===== src/hdl/tads_pkg.sv =====
// Shared types and fixed constants of the tri-axis averager.
// Depends on nothing; used by every module of the block but tads_ram.
`default_nettype none
package tads_pkg;

	localparam int MAG_W       = 16;
	localparam int MEAN_W      = 16;
	localparam int SAMPLE_W    = 16;
	localparam int SEL_W       = 4;
	localparam int CFG_IDX_W   = 2;
	localparam int CFG_DATA_W  = 16;
	localparam int AXES        = 3;
	localparam int QUEUE_DEPTH = 4;
	localparam int QPTR_W      = $clog2(QUEUE_DEPTH);
	localparam int QCNT_W      = $clog2(QUEUE_DEPTH + 1);

	// Configuration register indexes.
	localparam logic [CFG_IDX_W-1:0] REG_X_OFFSET        = 2'd0;
	localparam logic [CFG_IDX_W-1:0] REG_LEVEL_THRESHOLD = 2'd1;

	localparam logic signed [CFG_DATA_W-1:0] X_OFFSET_RESET        = 16'sd450;
	localparam logic [CFG_DATA_W-1:0]        LEVEL_THRESHOLD_RESET = 16'd200;

	// Selector codes that force an axis; anything else asks for the dominant one.
	localparam logic [SEL_W-1:0] SEL_X = 4'd1;
	localparam logic [SEL_W-1:0] SEL_Y = 4'd2;
	localparam logic [SEL_W-1:0] SEL_Z = 4'd3;

	typedef enum logic [1:0] {
		AXIS_NONE = 2'd0,
		AXIS_X    = 2'd1,
		AXIS_Y    = 2'd2,
		AXIS_Z    = 2'd3
	} axis_t;

	// One classified request as it sits in the queue between front and back.
	typedef struct packed {
		logic [AXES-1:0][MAG_W-1:0] mag_new;
		logic [AXES-1:0][MAG_W-1:0] mag_old;
		logic [SEL_W-1:0]           sel;
	} qentry_t;

	typedef struct packed {
		logic              empty;
		logic [QCNT_W-1:0] level;
	} qstat_t;

endpackage
`default_nettype wire


===== src/hdl/tads_queue.sv =====
// Short FIFO between the front end and the back end.
// Depends on tads_pkg.
`default_nettype none
module tads_queue (
	input  wire logic              clk,
	input  wire logic              arst_n,
	input  wire logic              push,
	input  wire tads_pkg::qentry_t push_entry,
	input  wire logic              pop,
	output tads_pkg::qentry_t      head,
	output tads_pkg::qstat_t       qstat
);

	tads_pkg::qentry_t                 slots_q [tads_pkg::QUEUE_DEPTH];
	logic [tads_pkg::QPTR_W-1:0]       wr_ptr_q;
	logic [tads_pkg::QPTR_W-1:0]       rd_ptr_q;
	logic [tads_pkg::QCNT_W-1:0]       count_q;

	always_ff @(posedge clk or negedge arst_n) begin
		if (!arst_n) begin
			wr_ptr_q <= '0;
			rd_ptr_q <= '0;
			count_q  <= '0;
		end else begin
			if (push) begin
				wr_ptr_q <= wr_ptr_q + 1'b1;
			end
			if (pop) begin
				rd_ptr_q <= rd_ptr_q + 1'b1;
			end
			if (push && !pop) begin
				count_q <= count_q + 1'b1;
			end else if (pop && !push) begin
				count_q <= count_q - 1'b1;
			end
		end
	end

	always_ff @(posedge clk) begin
		if (push) begin
			slots_q[wr_ptr_q] <= push_entry;
		end
	end

	assign head        = slots_q[rd_ptr_q];
	assign qstat.empty = (count_q == '0);
	assign qstat.level = count_q;

endmodule
`default_nettype wire


===== config.mk =====
export PLATFORM = sky130hd
export DESIGN_NAME = tads_queue
export DESIGN_NICKNAME = d
export VERILOG_FILES = /design/src/hdl/tads_pkg.sv /design/src/hdl/tads_queue.sv
export SDC_FILE = /design/constraint.sdc
export NUM_CORES = 1
export LEC_CHECK = 0
export ABC_AREA = 1
export BUFFER_PORTS_ARGS = -buffer_cell sky130_fd_sc_hd__buf_2
export CORE_MARGIN = 5
export CORE_UTILIZATION = 55
export CTS_CLUSTER_SIZE = 10
export DETAILED_ROUTE_END_ITERATION = 10
export HOLD_SLACK_MARGIN = 0.06
export PLACE_DENSITY = 0.83
export SLEW_MARGIN = 30
export SYNTH_ARGS = -nofsm -noshare
export SYNTH_HDL_FRONTEND = slang
export SYNTH_SLANG_ARGS = --single-unit

===== constraint.sdc =====
create_clock -name clk -period 7.7 [get_ports clk]
set_input_delay 0.385 -clock clk [delete_from_list [all_inputs] [get_ports clk]]
set_output_delay 0.385 -clock clk [all_outputs]
set_load 0.03 [all_outputs]

# --- Yosys cells after proc, flatten, opt, wreduce, memory -nomap -nowiden ---
# Memories as Yosys holds them, arrays and structs flattened.
# Cells that the tools add are included.
classes:
  n_addsub: 4
  muxes: 4
  reduce_logical: 6
ops:
  columns: ["cell", "n"]
  rows:
  - ["$mux W3", 2]
  - ["$add A2 B1 Y2 const B", 2]
  - ["$add A3 B1 Y3 const B", 1]
  - ["$logic_not A3 Y1", 1]
  - ["$sub A3 B1 Y3 const B", 1]
  - ["$logic_and A1 B1 Y1", 2]
  - ["$logic_not A1 Y1", 2]
  - ["$mux W1", 2]
  - ["$reduce_bool A2 Y1", 1]
word_totals:
  ff_bits: 7
  mem_bits_rw: 400
  elab_cells: 18
  mem_count: 1
memory_table:
  columns: ["memory", "depth", "width", "read_ports", "rd_ports_with_merged_regs", "wr", "line", "rtl"]
  rows:
  - ["slots_q", 4, 100, 1, 0, 1, "tads_queue.sv:14", "tads_pkg::qentry_t slots_q [tads_pkg::QUEUE_DEPTH];"]

# --- Logic depth before layout (Yosys ltp) ---
# Gate-level depths: netlist (run 1).
logic_depth:
  ltp_word: 4
  ltp_mapped: 9

# --- Worst setup path after synthesis (run 1) ---
# OpenSTA, ideal clock, no wires.
synth_path:
  path_type: "register -> register"
  from: "register wr_ptr_q[0] (netlist bit)"
  to: "memory slots_q[0][0] (netlist bit) (enable)"
  arrival_ns: 2.617
  path_slack_ns: 4.630
  path_stages_with_launch: 5
  path_buffers: 0
  synth_period_minus_slack_ns: 3.070
  path_cell_list: "dfrtp_1 -> inv_1 -> ha_1 -> nand2_1 -> inv_1"
synth_rtl:
  columns: ["item", "line", "rtl"]
  rows:
  - ["start: declaration", "tads_queue.sv:15", "logic [tads_pkg::QPTR_W-1:0] wr_ptr_q;"]
  - ["start signal: assignment", "tads_queue.sv:26", "wr_ptr_q <= wr_ptr_q + 1'b1;"]
  - ["end: declaration", "tads_queue.sv:14", null]
# No word-level cell before the write port.

==> results of run 1 <==
==> worst max-delay path, cell delays in order (launching register included) <==
cell	delay [ns]
dfrtp_4	0.67
inv_4	0.44
buf_4	0.73
o211ai_1	0.22
nand2_1	0.14
buf_2	0.21
==> through the flow <==
step	utilization, %	instances
3_5_place_dp	58.9	1751
5_1_grt	65.1	1866
6_report	65.1	1868
4_1_cts	65.0	1865
2_1_floorplan	-	1214
3_3_place_gp	58.9	1751
==> final cells by class <==
cell class | count | area, um^2 | share of cell area (%)
multi-input cells | 527 | 2820 | 14.7
clock buffers | 59 | 1260 | 6.57
clock inverters | 1 | 3.75 | 0.0195
inverters | 212 | 808 | 4.20
diodes | 3 | 7.51 | 0.0390
repair buffers | 269 | 1650 | 8.59
flip-flops and latches | 407 | 12200 | 63.4
well taps | 390 | 488 | 2.54
==> cells by family after synthesis <==
family          Yosys count  synth area share (%)
compound gates          201                  9.21
xor+xnor                  4                 0.214
fa+ha+maj                 6                 0.503
buf+inv                 280                  8.55
flops                   407                  74.3
simple gates            316                  7.26
==> worst min path at each step <==
stage / start / endpoint / slack [ns] / depth (start not counted)
after floorplan: arst_n / count_q[0] / 0.09 / 0
after global placement: arst_n / count_q[0] / 0.22 / 1
after detailed placement: arst_n / count_q[0] / 0.23 / 1
after CTS: push_entry[45] / slots_q[2][45] / 0.06 / 1
after global routing: push_entry[97] / slots_q[2][97] / 0.06 / 1
final: push_entry[89] / slots_q[3][89] / 0.09 / 1
==> sequential cells by signal (all words and copies together) (netlist names) <==
name and count:
rd_ptr_q 2, wr_ptr_q 2, slots_q 400, count_q 3
==> synthesized netlist by cell type (2+ instances only) <==
cell type	n	area, um^2
dfrtp_1	7	175
clkbuf_1	2	7.51
o211ai_1	199	1490
buf_2	23	115
buf_6	43	484
inv_1	212	796
xor2_1	3	26.3
nand2_1	313	1170
ha_1	5	62.6
edfxtp_1	400	12000
==> timing repair <==
action / in CTS / in global routing
hold buffers: 54 / 0
hold endpoints to repair: 202 / 0
gates resized for setup: 0 / 0
==> report_power, final <==
group          switching [mW]  leakage [nW]  total (mW)  internal [mW]
clock                   0.749         0.617        1.88           1.13
sequential              0.189          3.76        3.10           2.91
combinational            2.19          3.36        2.96          0.772
total                    3.12          7.73        7.93           4.81
==> routing by layer <==
metal / track usage (%) / part of all wire [%] / vias up
met5: 0 / 0.10 / -
met4: 6.03 / 2.1 / 6
met3: 4.20 / 6.9 / 65
met2: 34.8 / 52 / 333
met1: 23.5 / 39 / 4802
li1: - / - / 4701
==> impl_metrics.yaml, run 1 <==
status:
  outcome: "completed"
timing:
  finalCritPeriodShare_pct: 44.2
  slew_headroom_pct: 35.9
  rsz0062_at_grt: "false"
  tightest_slew_ns: 0.961
  fin_skew_ns: 0.0155
  setup_viol: 0
  fin_crit_ns: 3.40
  max_freq_mhz: 294
  whs_ns: 0.0873
  finalHoldViolCount: 0
  timing.final.ws_setup_ns: 4.30
  slew_violations: 0
  finalSetupTns_ns: 0
yosys:
  synth_ff_type: "edfxtp_1"
  avgSynthCellArea_um2: 13.5
  synth_edf_count: 400
  synth-async-reset-ratio_pct: 1.72
  yosysWarnings: 0
  ys_seq_area_share_pct: 74.3
  syn_nets: 1324
  synthCells: 1214
  ys_types: 17
  synth-seq-cells: 407
  synthesis.area_um2: 16400
cts:
  ctsHtreeMaxLevel: 2
  clock_path_buffers: 3
  cts_buffers: 46
  clkLatencyLatePin_ns: 0.52
  root_buffer: "clkbuf_16"
  cts_setup_buffers: 0
  cts_tree: "done"
  clock-sinks: 407
  path_clk_slew_ns: 0.05
global_route:
  grt_pass1_vias: 10100
  grt_antenna_before_repair: 5
  grt_pass1_wl_mm: 51.4
  grt_usage_pct: 19.4
  grt_max_degree: 219
  globalRouteOverflowTotal: 0
pwr:
  leakage_nw: 7.73
  power_mw: 7.93
  peakVddDrop_uv: 352
  power_density_nw_per_um2: 412
place:
  dp_slack_ns: 4.84
  hpwl_mm: 17.7
  place_area_um2: 17400
  gp_congestion: 0.769
  place.port_buffers: 207
floorplanning:
  die_area_um2: 33400
  io_pins: 208
  start_util_pct: 55.5
  die_x_um: 183
  dieHeight_um: 183
  core_um2: 29600
  rows: 63
finish:
  nFillCells: 2001
  nets: 1573
  final_cell_mix: "400 x edfxtp_1, 313 x nand2_1, 207 x inv_1, 207 x buf_2, 199 x o211ai_1"
  drive_gt1_share_pct: 18.4
  mostFrequentLayoutCell: "edfxtp_1"
  stdcell_area_um2: 19200
  area_growth_pct: 17.2
critical_path:
  regToRegSetupSlack_ns: 5.24
  reg2reg_depth: 5
  cp_data_required_time_ns: 7.32
  r2r-end: "slots_q[2][76]"
  path_class: "flip-flop to primary output"
  crit_arrival_ns: 3.02
  r2r_start: "wr_ptr_q[0]"
  crit_path_end_kind: "primary output"
  critPathLaunch: "rd_ptr_q[1]"
  startpoint_type: "flip-flop"
  cp_max_fo: 64
  crit_end: "head[92]"
min_path:
  hp-class: "input pin to flip-flop"
route:
  postRouteAntennaNets: 0
  remaining_drc_errors: 0
  drtPass1Iterations: 5
  post_drt_wl_per_cell_um: 17.6
  via_count: 9907
  wirelength_mm: 32.9
  via_per_inst: 5.30
  drt-initial-drc-count: 757
run:
  max_cap_viol_count: 0
Note: power is estimated with default switching activity, not from simulation.
==> run 2, diff against run 1 <==
- CORE_UTILIZATION: 55 -> 52
- clock period: 7.7 -> 3 ns (I/O delays scaled with it)
==> impl_metrics.yaml, run 2 (synthesis gave the netlist of run 1 again) <==
route:
  postRouteAntennaNets: 0
  drt-initial-drc-count: 714
  wirelength_mm: 35.8
  via_count: 10400
  via_per_inst: 5.33
  remaining_drc_errors: 0
  drtPass1Iterations: 5
  post_drt_wl_per_cell_um: 18.4
timing:
  finalCritPeriodShare_pct: 86.4
  slew_violations: 0
  finalSetupTns_ns: 0
  tightest_slew_ns: 0.603
  slew_headroom_pct: 59.8
  max_freq_mhz: 386
  fin_crit_ns: 2.59
  fin_skew_ns: 0.0144
  setup_viol: 0
  finalHoldViolCount: 0
  rsz0062_at_grt: "false"
floorplanning:
  start_util_pct: 52.3
  io_pins: 208
  die_x_um: 188
  rows: 65
  core_um2: 31400
  dieHeight_um: 188
  die_area_um2: 35200
status:
  outcome: "completed"
finish:
  top_regs: "slots_q x400, count_q x3"
  fin_util_pct: 63.7
  mostFrequentLayoutCell: "edfxtp_1"
  largest_reg_flops: 400
  nets: 1639
  drive_gt1_share_pct: 18.7
  regMostFlops: "slots_q"
  area_growth_pct: 21.8
  final_cell_mix: "400 x edfxtp_1, 313 x nand2_1, 207 x inv_1, 207 x buf_2, 199 x o211ai_1"
cts:
  cts_buffers: 47
  ctsHtreeMaxLevel: 2
  cts_resized: 0
  clkLatencyLatePin_ns: 0.53
  clock_path_buffers: 3
  clock-sinks: 407
  root_buffer: "clkbuf_16"
  cts_setup_buffers: 0
  cts_tree: "done"
  path_clk_slew_ns: 0.05
place:
  place.port_buffers: 207
  gp_congestion: 0.774
  hpwl_mm: 19.6
critical_path:
  path_class: "flip-flop to primary output"
  crit_arrival_ns: 2.44
  regToRegSetupSlack_ns: 1.02
  critPathTopFamily: "buffers and inverters"
  critPathMaxStageDelay_ns: 0.62
  r2r_start: "wr_ptr_q[0]"
  critical_path.n_buffers_inverters: 3
  cp_max_fo: 47
  critical_path.cell_chain: "inv_4, buf_12, o211ai_1, nand2_1, buf_2"
  r2r-end: "slots_q[0][37]"
  slowest_stage: "dfrtp_4"
  reg2reg_depth: 5
  startpoint_type: "flip-flop"
  cp_data_required_time_ns: 2.85
  crit_path_end_kind: "primary output"
run:
  max_cap_viol_count: 0
global_route:
  grt_pass1_wl_mm: 56.1
  grt_usage_pct: 19.7
  grt_max_degree: 132
  grt_pass1_vias: 10700
  globalRouteOverflowTotal: 0
  grt_antenna_before_repair: 1
min_path:
  hp-class: "input pin to flip-flop"
  whs_endpoint: "slots_q[2][17]"
  min-delay-start: "push_entry[17]"
  min_path_cells: 2
pwr:
  leakage_nw: 8.03
  power_density_nw_per_um2: 1040
  peakVddDrop_uv: 910
==> run 2: per-layer routing <==
| layer | routed length [um] | track usage (%) | share of wire, % | vias to the layer above |
|---|---|---|---|---|
| li1 | - | - | - | 4845 |
| met3 | 2590 | 3.87 | 7.2 | 96 |
| met2 | 18200 | 34.7 | 51 | 443 |
| met5 | 0 | 0 | 0 | - |
| met4 | 1020 | 6.61 | 2.8 | 0 |
| met1 | 14000 | 24.7 | 39 | 4999 |
==> run 2: timing repair <==
action | CTS | global route
hold buffers | 104 | 0
endpoints found under the hold margin | 411 | 0
endpoints found under the setup margin | 0 | 0
==> run 2: through the flow <==
step	area, um^2	power [mW]	hold slack (ns)	instances	worst slack, ns
floorplan	16400	13.9	-0.146	1214	0.0138
global placement	17700	15.7	-0.0106	1778	1.03
detailed placement	17700	15.9	-0.00829	1778	0.973
CTS	20000	20.9	0.332	1947	0.370
global route	20000	21.9	0.364	1948	0.274
finish	20000	20.8	0.365	1948	0.408
==> run 2: area by class of cell <==
type                       instances  area (um^2)
antenna                            1         2.50
clock buffer                      60         1220
clock inverter                     5         38.8
fill                            2154        11400
inverter                         212          812
multi-input combinational        527         2820
sequential                       407        12200
tap                              402          503
timing repair buffer             334         2390
==> run 2: power by group <==
group,internal (mW),switching [mW]
combinational,2.27,5.86
clock,2.83,2.03
sequential,7.45,0.410
==> run 2: worst max path at each step <==
stage	from	end	slack, ns	cells past startpoint
global route	rd_ptr_q[1]	head[53]	0.27	5
CTS	rd_ptr_q[1]	head[53]	0.37	5
global placement	rd_ptr_q[1]	head[68]	1.03	5
finish	rd_ptr_q[1]	head[53]	0.41	5
detailed placement	rd_ptr_q[1]	head[53]	0.97	5
floorplan	wr_ptr_q[0]	slots_q[3][0]	0.01	3
