**config.mk**
```make
export PLATFORM = sky130hd
export DESIGN_NAME = tads_back
export DESIGN_NICKNAME = d
export VERILOG_FILES = /design/src/hdl/tads_pkg.sv /design/src/hdl/tads_back.sv
export SDC_FILE = /design/constraint.sdc
export NUM_CORES = 2
export LEC_CHECK = 0
export ABC_AREA = 1
export BUFFER_PORTS_ARGS = -buffer_cell sky130_fd_sc_hd__clkbuf_2
export CAP_MARGIN = 5
export CELL_PAD_IN_SITES_DETAIL_PLACEMENT = 0
export CELL_PAD_IN_SITES_GLOBAL_PLACEMENT = 1
export CORE_UTILIZATION = 35
export DETAILED_ROUTE_END_ITERATION = 10
export GPL_TIMING_DRIVEN = 0
export PLACE_DENSITY = 0.68
export SYNTH_ARGS = -nofsm -noshare
export SYNTH_HDL_FRONTEND = slang
export SYNTH_SLANG_ARGS = --single-unit
```
**constraint.sdc**
```tcl
create_clock -name clk -period 15.9 [get_ports clk]
set_input_delay 1.59 -clock clk [delete_from_list [all_inputs] [get_ports clk]]
set_output_delay 1.59 -clock clk [all_outputs]
set_load 0.01 [all_outputs]
```
**src/hdl/tads_pkg.sv**
```systemverilog
// Shared types and fixed constants of the tri-axis averager.
// Depends on nothing; used by every module of the block but tads_ram.
`default_nettype none
package tads_pkg;

	localparam int MAG_W       = 16;
	localparam int MEAN_W      = 16;
	localparam int SAMPLE_W    = 16;
	localparam int SEL_W       = 4;
	localparam int CFG_IDX_W   = 2;
	localparam int CFG_DATA_W  = 16;
	localparam int AXES        = 3;
	localparam int QUEUE_DEPTH = 4;
	localparam int QPTR_W      = $clog2(QUEUE_DEPTH);
	localparam int QCNT_W      = $clog2(QUEUE_DEPTH + 1);

	// Configuration register indexes.
	localparam logic [CFG_IDX_W-1:0] REG_X_OFFSET        = 2'd0;
	localparam logic [CFG_IDX_W-1:0] REG_LEVEL_THRESHOLD = 2'd1;

	localparam logic signed [CFG_DATA_W-1:0] X_OFFSET_RESET        = 16'sd450;
	localparam logic [CFG_DATA_W-1:0]        LEVEL_THRESHOLD_RESET = 16'd200;

	// Selector codes that force an axis; anything else asks for the dominant one.
	localparam logic [SEL_W-1:0] SEL_X = 4'd1;
	localparam logic [SEL_W-1:0] SEL_Y = 4'd2;
	localparam logic [SEL_W-1:0] SEL_Z = 4'd3;

	typedef enum logic [1:0] {
		AXIS_NONE = 2'd0,
		AXIS_X    = 2'd1,
		AXIS_Y    = 2'd2,
		AXIS_Z    = 2'd3
	} axis_t;

	// One classified request as it sits in the queue between front and back.
	typedef struct packed {
		logic [AXES-1:0][MAG_W-1:0] mag_new;
		logic [AXES-1:0][MAG_W-1:0] mag_old;
		logic [SEL_W-1:0]           sel;
	} qentry_t;

	typedef struct packed {
		logic              empty;
		logic [QCNT_W-1:0] level;
	} qstat_t;

endpackage
`default_nettype wire

```
**src/hdl/tads_back.sv**
```systemverilog
// Back end: running sums, division by the window length, axis pick and threshold.
// Depends on tads_pkg.
`default_nettype none
module tads_back #(
	parameter int WINDOW_LEN = 50
) (
	input  wire logic                               clk,
	input  wire logic                               arst_n,
	input  wire tads_pkg::qentry_t                  head,
	input  wire tads_pkg::qstat_t                   qstat,
	output logic                                    pop,
	input  wire logic [tads_pkg::CFG_DATA_W-1:0]    level_threshold,
	output logic                                    result_valid,
	input  wire logic                               result_stall,
	output logic [tads_pkg::MEAN_W-1:0]             x_level,
	output logic [tads_pkg::MEAN_W-1:0]             y_level,
	output logic [tads_pkg::MEAN_W-1:0]             z_level,
	output tads_pkg::axis_t                         shown_axis,
	output logic [tads_pkg::MEAN_W-1:0]             shown_mean
);

	localparam int AX     = tads_pkg::AXES;
	localparam int MW     = tads_pkg::MEAN_W;
	localparam int SUM_W  = $clog2(WINDOW_LEN * 65535 + 1);
	localparam int PROD_W = 2 * SUM_W;
	localparam logic [SUM_W-1:0] RECIP  = SUM_W'((64'd1 << SUM_W) / WINDOW_LEN);
	localparam logic [SUM_W-1:0] WLEN_S = SUM_W'(WINDOW_LEN);

	logic                                 adv;
	logic                                 valid_s1, valid_s2, valid_s3, valid_s4, valid_s5;
	logic [AX-1:0][SUM_W-1:0]             sums_q;
	logic [tads_pkg::SEL_W-1:0]           sel_s1, sel_s2, sel_s3, sel_s4;
	logic [AX-1:0][PROD_W-1:0]            prod_s2;
	logic [AX-1:0][SUM_W-1:0]             sum_s2, sum_s3, qw_s3;
	logic [AX-1:0][MW-1:0]                qest_s3, mean_s4;
	logic [AX-1:0][SUM_W-1:0]             rem;
	logic [AX-1:0][MW-1:0]                lvl;
	tads_pkg::axis_t                      pick;
	logic [MW-1:0]                        shown;
	logic [AX-1:0][MW-1:0]                level_s5;
	tads_pkg::axis_t                      axis_s5;
	logic [MW-1:0]                        shown_s5;

	// The whole back pipeline moves together unless a held result is stalled.
	assign adv = !valid_s5 || !result_stall;
	assign pop = adv && !qstat.empty;

	always_ff @(posedge clk or negedge arst_n) begin
		if (!arst_n) begin
			sums_q   <= '0;
			valid_s1 <= 1'b0;
			valid_s2 <= 1'b0;
			valid_s3 <= 1'b0;
			valid_s4 <= 1'b0;
			valid_s5 <= 1'b0;
		end else if (adv) begin
			valid_s1 <= pop;
			valid_s2 <= valid_s1;
			valid_s3 <= valid_s2;
			valid_s4 <= valid_s3;
			valid_s5 <= valid_s4;
			if (pop) begin
				for (int a = 0; a < AX; a++) begin
					sums_q[a] <= sums_q[a] + SUM_W'(head.mag_new[a]) - SUM_W'(head.mag_old[a]);
				end
			end
		end
	end

	always_comb begin
		for (int a = 0; a < AX; a++) begin
			rem[a] = sum_s3[a] - qw_s3[a];
		end
	end

	always_ff @(posedge clk) begin
		if (adv) begin
			sel_s1 <= head.sel;
			sel_s2 <= sel_s1;
			sel_s3 <= sel_s2;
			sel_s4 <= sel_s3;
			for (int a = 0; a < AX; a++) begin
				// Quotient estimate by reciprocal, then one correction step.
				prod_s2[a] <= PROD_W'(sums_q[a]) * PROD_W'(RECIP);
				sum_s2[a]  <= sums_q[a];
				qest_s3[a] <= prod_s2[a][SUM_W +: MW];
				qw_s3[a]   <= SUM_W'(prod_s2[a][SUM_W +: MW]) * WLEN_S;
				sum_s3[a]  <= sum_s2[a];
				mean_s4[a] <= qest_s3[a] + MW'(rem[a] >= WLEN_S);
			end
		end
	end

	always_comb begin
		case (sel_s4)
			tads_pkg::SEL_X: pick = tads_pkg::AXIS_X;
			tads_pkg::SEL_Y: pick = tads_pkg::AXIS_Y;
			tads_pkg::SEL_Z: pick = tads_pkg::AXIS_Z;
			default: begin
				if (mean_s4[0] > mean_s4[1] && mean_s4[0] > mean_s4[2]) begin
					pick = tads_pkg::AXIS_X;
				end else if (mean_s4[1] > mean_s4[0] && mean_s4[1] > mean_s4[2]) begin
					pick = tads_pkg::AXIS_Y;
				end else if (mean_s4[2] > mean_s4[0] && mean_s4[2] > mean_s4[1]) begin
					pick = tads_pkg::AXIS_Z;
				end else begin
					pick = tads_pkg::AXIS_NONE;
				end
			end
		endcase
	end

	always_comb begin
		lvl = mean_s4;
		case (pick)
			tads_pkg::AXIS_X: begin
				shown  = mean_s4[0];
				lvl[1] = '0;
				lvl[2] = '0;
			end
			tads_pkg::AXIS_Y: begin
				shown  = mean_s4[1];
				lvl[0] = '0;
				lvl[2] = '0;
			end
			tads_pkg::AXIS_Z: begin
				shown  = mean_s4[2];
				lvl[0] = '0;
				lvl[1] = '0;
			end
			default: begin
				shown = '0;
			end
		endcase
		for (int a = 0; a < AX; a++) begin
			if (lvl[a] < level_threshold) begin
				lvl[a] = '0;
			end
		end
	end

	always_ff @(posedge clk) begin
		if (adv) begin
			level_s5 <= lvl;
			axis_s5  <= pick;
			shown_s5 <= shown;
		end
	end

	assign result_valid = valid_s5;
	assign x_level      = level_s5[0];
	assign y_level      = level_s5[1];
	assign z_level      = level_s5[2];
	assign shown_axis   = axis_s5;
	assign shown_mean   = shown_s5;

endmodule
`default_nettype wire

```
### After elaboration in Yosys (flattened, before gate mapping)

Index checks and enable logic that the tools add are counted.

* word-level logic and storage cells: 91
* input port bits: 123
* output and inout port bits: 68
* flip-flop bits (word level): 555

* multipliers: 6
* $lt $le $gt $ge: 12
* reductions and logical operators: 12
* muxes and demuxes: 8
* equal/unequal tests: 6
* add/sub/neg operators: 12

Operators with widths (count)
* multiplier 22 x 16 -> 37 bit (second input constant): 3
* greater-than comparator 16 bit: 6
* adder 22 x 16 -> 22 bit: 3
* >= comparator 22 x 6 -> 1 bit (second input constant): 3
* subtractor 22 x 16 -> 22 bit: 3
* subtractor 22 bit: 3
* multiplier 16 x 5 -> 21 bit (second input constant): 3
* adder 16 x 1 -> 16 bit: 3
* < comparator 16 bit: 3
* two-way mux 16 bit: 3
* case mux 16 bit (3 select lines): 1
* equality test 4 x 2 -> 1 bit (second input constant): 2
* two-way mux 2 bit: 3
* case mux 2 bit (3 select lines): 1
* OR reduction 2 bit: 3
* equality test 2 bit (second input constant): 2
* equality test 4 x 1 -> 1 bit (second input constant): 1
* logical AND 1 bit: 4
* zero test 1 bit: 3
* equality test 2 x 1 -> 1 bit (second input constant): 1
* AND reduction 2 bit: 1
* logical OR 1 bit: 1

### Longest topological paths before layout

* word-level depth: 10
* mapped depth: 32
* gate-level depth less buffers: 29

### Worst setup path after synthesis

Ideal clock, no wire load.

* path type: input port to output port
* start point: input result_stall
* end point: output pop
* path buffers: 2
* path slack: 2146 ps
* required time: 14310 ps
* cell stages on the path: 5
* data arrival time: 12164 ps
* path through: nand2_1 > inv_1 > nor2_1 > clkbuf_1 > clkbuf_1

* word-level cells in the longest chain between the ends: 3

Ends and longest elaborated chain
* start, declared: line tads_back.sv:14 `input wire logic result_stall,`
* zero test 1 bit: line tads_back.sv:45 `assign adv = !valid_s5 || !result_stall;`
* logical OR 1 bit: line tads_back.sv:45
* logical AND 1 bit: line tads_back.sv:46 `assign pop = adv && !qstat.empty;`
* end, declared: line tads_back.sv:11 `output logic pop,`

Every way passes these cells.

### Final worst setup path

* start point: register sums_q[64] (netlist bit)
* end point: register prod_s2[125] (netlist bit), data pin

* word-level cells in the longest chain between the ends: 1

Ends and longest elaborated chain
* start, declared: line tads_back.sv:31 `logic [AX-1:0][SUM_W-1:0] sums_q;`
* start signal, assigned by index: line tads_back.sv:64 `sums_q[a] <= sums_q[a] + SUM_W'(head.mag_new[a]) - SUM_W'(head.mag_old[a]);`
* multiplier 22 x 16 -> 37 bit: line tads_back.sv:84 `prod_s2[a] <= PROD_W'(sums_q[a]) * PROD_W'(RECIP);`
* end signal, assigned by index: line tads_back.sv:84
* end, declared: line tads_back.sv:33 `logic [AX-1:0][PROD_W-1:0] prod_s2;`

Every way passes these cells.
A chain may end at the register's enable or synchronous reset.

==> results.toml <==
[clock_tree]
clock-sinks = 477
root_buffer = "clkbuf_16"
cts_resized = 0
cts_made_buffers = 59
clk_pin_slew_ns = 0.06
insertion_delay_ns = 0.69
clockBufferDepth = 3
ctsHoldBuffers = 0
htreeDepth = 2
cts_tree = "built"
postCtsSetupBuffers = 0

[synth]
netlist.area_leader.share_pct = 23.2
synth_cells = 5533
synthSimpleGateAreaFrac_pct = 8.86
synth_edf_count = 406
yosysSeqAreaShare_pct = 26.6
synthAdderAreaFrac_pct = 41.5
ys_types = 56
yosys.area.top_type = "edfxtp_1"
synthFlopType = "edfxtp_1"
synth_compound_area_share_pct = 7.38
synthXorXnorAreaFrac_pct = 3.92
synthMuxAreaShare_pct = 0
synth_top_family_by_area = "adder cells"
synth_area_sq_mm = 0.0525
synth_area_per_cell_sq_um = 9.48
synth.area.top_cells = "edfxtp_1, ha_1, fa_1"
synth-seq-cells = 477
async_flop_share_pct = 14.9
syn-num-nets = 7083
ys_warn_count = 0

[sta]
finalMaxSlewViolations = 0
worstMarginPinSlew_ns = 1.27
setup_viol = 0
relSlewSlack_pct = 15.2
fmax_mhz = 154
finalHoldViolCount = 0
post-route-period-util_pct = 40.8
period_needed_ns = 6.49
worst_slack_ns = 9.41
fin_skew_ns = 0.0300
rsz0062_at_grt = "no"
holdWs_ns = 0.409

[grt]
grt_max_degree = 77
grt_overflow_total = 0
grt_pass1_wl_um = 200000
grt_pass1_vias = 37400
antenna_found_initial = 0
track_usage_pct = 16.8

[finish]
fillCellCount = 15000
regArea_sq_mm = 0.0140
drive_above_1_share_pct = 6.28
fin_util_pct = 39.1
finalNetCount = 7338
area_growth_pct = 10.3
multi_input_area_sq_mm = 0.0324
fin_cells = 7763

[worst_setup_path]
startpoint_type = "register"
path_cells = "inv_1 -> ha_1 -> fa_1 -> inv_1 -> fa_1 -> fa_1 -> fa_1 -> inv_1 -> fa_1 -> inv_1 -> ha_1 -> nand2_1 -> nor2_1 -> inv_1 -> nor4_1 -> nand4_1 -> o2111ai_1 -> xor2_1"
ff2ff_path_depth = 18
slowest_stage = "dfrtp_1"
required_ns = 16.30
critPathKind = "register to register"
crit_arrival_ns = 6.88
cp_max_fo = 10
crit_end = "prod_s2[125]"
crit_path_start = "sums_q[64]"
reg2reg_to = "prod_s2[125]"
critical_path.max_stage_delay_ns = 0.72
r2r-start = "sums_q[64]"
reg2reg_slack_ns = 9.41
end_kind = "register"

[placement]
place_ws_ns = 9.37
dp_cells = 7657
place.gp.congestion = 0.853
dp_hpwl_um = 104000
portBuffers = 187

[drt]
vias = 36000
highest_layer = "met4"
drc_errors = 0
drtIter0Drc = 1486
route.met3.wl_um = 3810
wl_met1_um = 61600
route.met2.wl_um = 55400
wl_um = 124000
routedWlPerCell_um = 16.0
dr.pass1.iters = 5
via_per_inst = 4.63
postRouteAntennaNets = 0

[floorplanning]
initial_core_util_pct = 35.4
pin_count = 191
core_sq_mm = 0.148
die-area_sq_mm = 0.151
fp.dieH_um = 389
std_cell_rows = 141
die_x_um = 389

[run]
cap_violations = 0

[hold_path]
hold_path.class = "register to register"

[status]
outcome = "complete, no violations"
[registers in the layout, summed over array words and instances (netlist names), 48 cells and up]
name	cells
sum_s2	63
qest_s3	48
mean_s4	48
sum_s3	63
prod_s2	48
qw_s3	54
sums_q	66
[layer usage]
metal / GRT usage, % / vias up
li1: - / 18000
met1: 24.0 / 17300
met2: 27.0 / 522
met3: 1.48 / 146
met4: 4.65 / 0
met5: 0 / -
[cell usage in the layout (no fill, tap or decap), types with 7 or more instances in the layout]
master,Yosys,layout
a221oi_1,7,7
or2_2,11,11
edfxtp_1,406,406
clkbuf_1,23,28
a21boi_2,11,11
o21ai_1,22,22
buf_16,0,7
nand2_1,615,614
nor3_1,47,47
xor2_1,154,154
o21bai_1,19,19
clkbuf_16,0,59
a21o_1,19,19
a21oi_1,317,317
clkbuf_2,0,186
nor4_1,7,7
xnor2_1,81,81
nand3_1,112,112
clkinv_2,0,9
a31oi_1,20,20
ha_1,905,905
o21a_1,16,16
fa_1,522,522
nor3_2,15,15
nand4_1,40,40
o21ai_0,166,166
dfrtp_1,71,71
a211oi_1,9,9
nor2_1,227,227
inv_1,1593,1593
clkinv_1,1,11
o31ai_1,8,8
o21ai_2,14,14
[kinds of logic (layout without fill, tap and decap cells)]
group	count (synthesis)	count (layout)
AO/OA/AOI/OAI	670	670
buffers and inverters	1626	1925
AND/OR/NAND/NOR	1098	1098
other	0	1
XOR/XNOR	235	235
flip-flops	477	477
adder cells (fa/ha/maj)	1427	1427
[critical path: cells and delay by family (launching register included)]
| family | cells | cell delay, ns |
|---|---|---|
| buffers and inverters | 5 | 0.52 |
| adders and majority gates | 7 | 3.30 |
| DFF | 1 | 0.72 |
| AOI/OAI and AO/OA | 1 | 0.29 |
| and+or+nand+nor | 4 | 1.26 |
| xor gates and xnor gates | 1 | 0.10 |
[area by class of cell]
class | count | share of cell area (%)
multi-input combinational | 3430 | 55.9
sequential | 477 | 24.1
inverter | 1594 | 10.3
tap | 1930 | 4.17
clock buffer | 64 | 2.58
timing repair buffer | 194 | 1.95
clock inverter | 41 | 0.653
buffer | 32 | 0.266
antenna | 1 | 0.00432
[synth_stat cells (9+ instances only)]
cell	n
o21ai_0	166
inv_1	1593
nand3_1	112
nor3_2	15
o21bai_1	19
or2_2	11
o21a_1	16
nor2_1	227
xnor2_1	81
o21ai_2	14
a31oi_1	20
o21ai_1	22
a21boi_2	11
nand2_1	615
clkbuf_1	23
a21o_1	19
a211oi_1	9
dfrtp_1	71
nand4_1	40
a21oi_1	317
edfxtp_1	406
ha_1	905
fa_1	522
xor2_1	154
nor3_1	47
[worst min path at each step]
stage	start	to	slack [ns]	cells after the start
global route	sum_s2[29]	sum_s3[29]	0.42	0
global placement	sum_s2[17]	sum_s3[17]	0.40	0
floorplan	sel_s1[0]	sel_s2[0]	0.40	0
finish	sum_s2[29]	sum_s3[29]	0.41	0
detailed placement	sel_s2[0]	sel_s3[0]	0.40	0
CTS	sum_s2[29]	sum_s3[29]	0.41	0
[metrics by stage]
step	setup TNS (ns)	area (sq um)
2_1_floorplan	0	52500
3_3_place_gp	-126.50	55800
3_5_place_dp	0	56000
4_1_cts	0	57900
5_1_grt	0	57900
6_report	0	57900
Power is not shown: default switching activity piles up to over one toggle a cycle in this logic, so the estimate is an artifact.
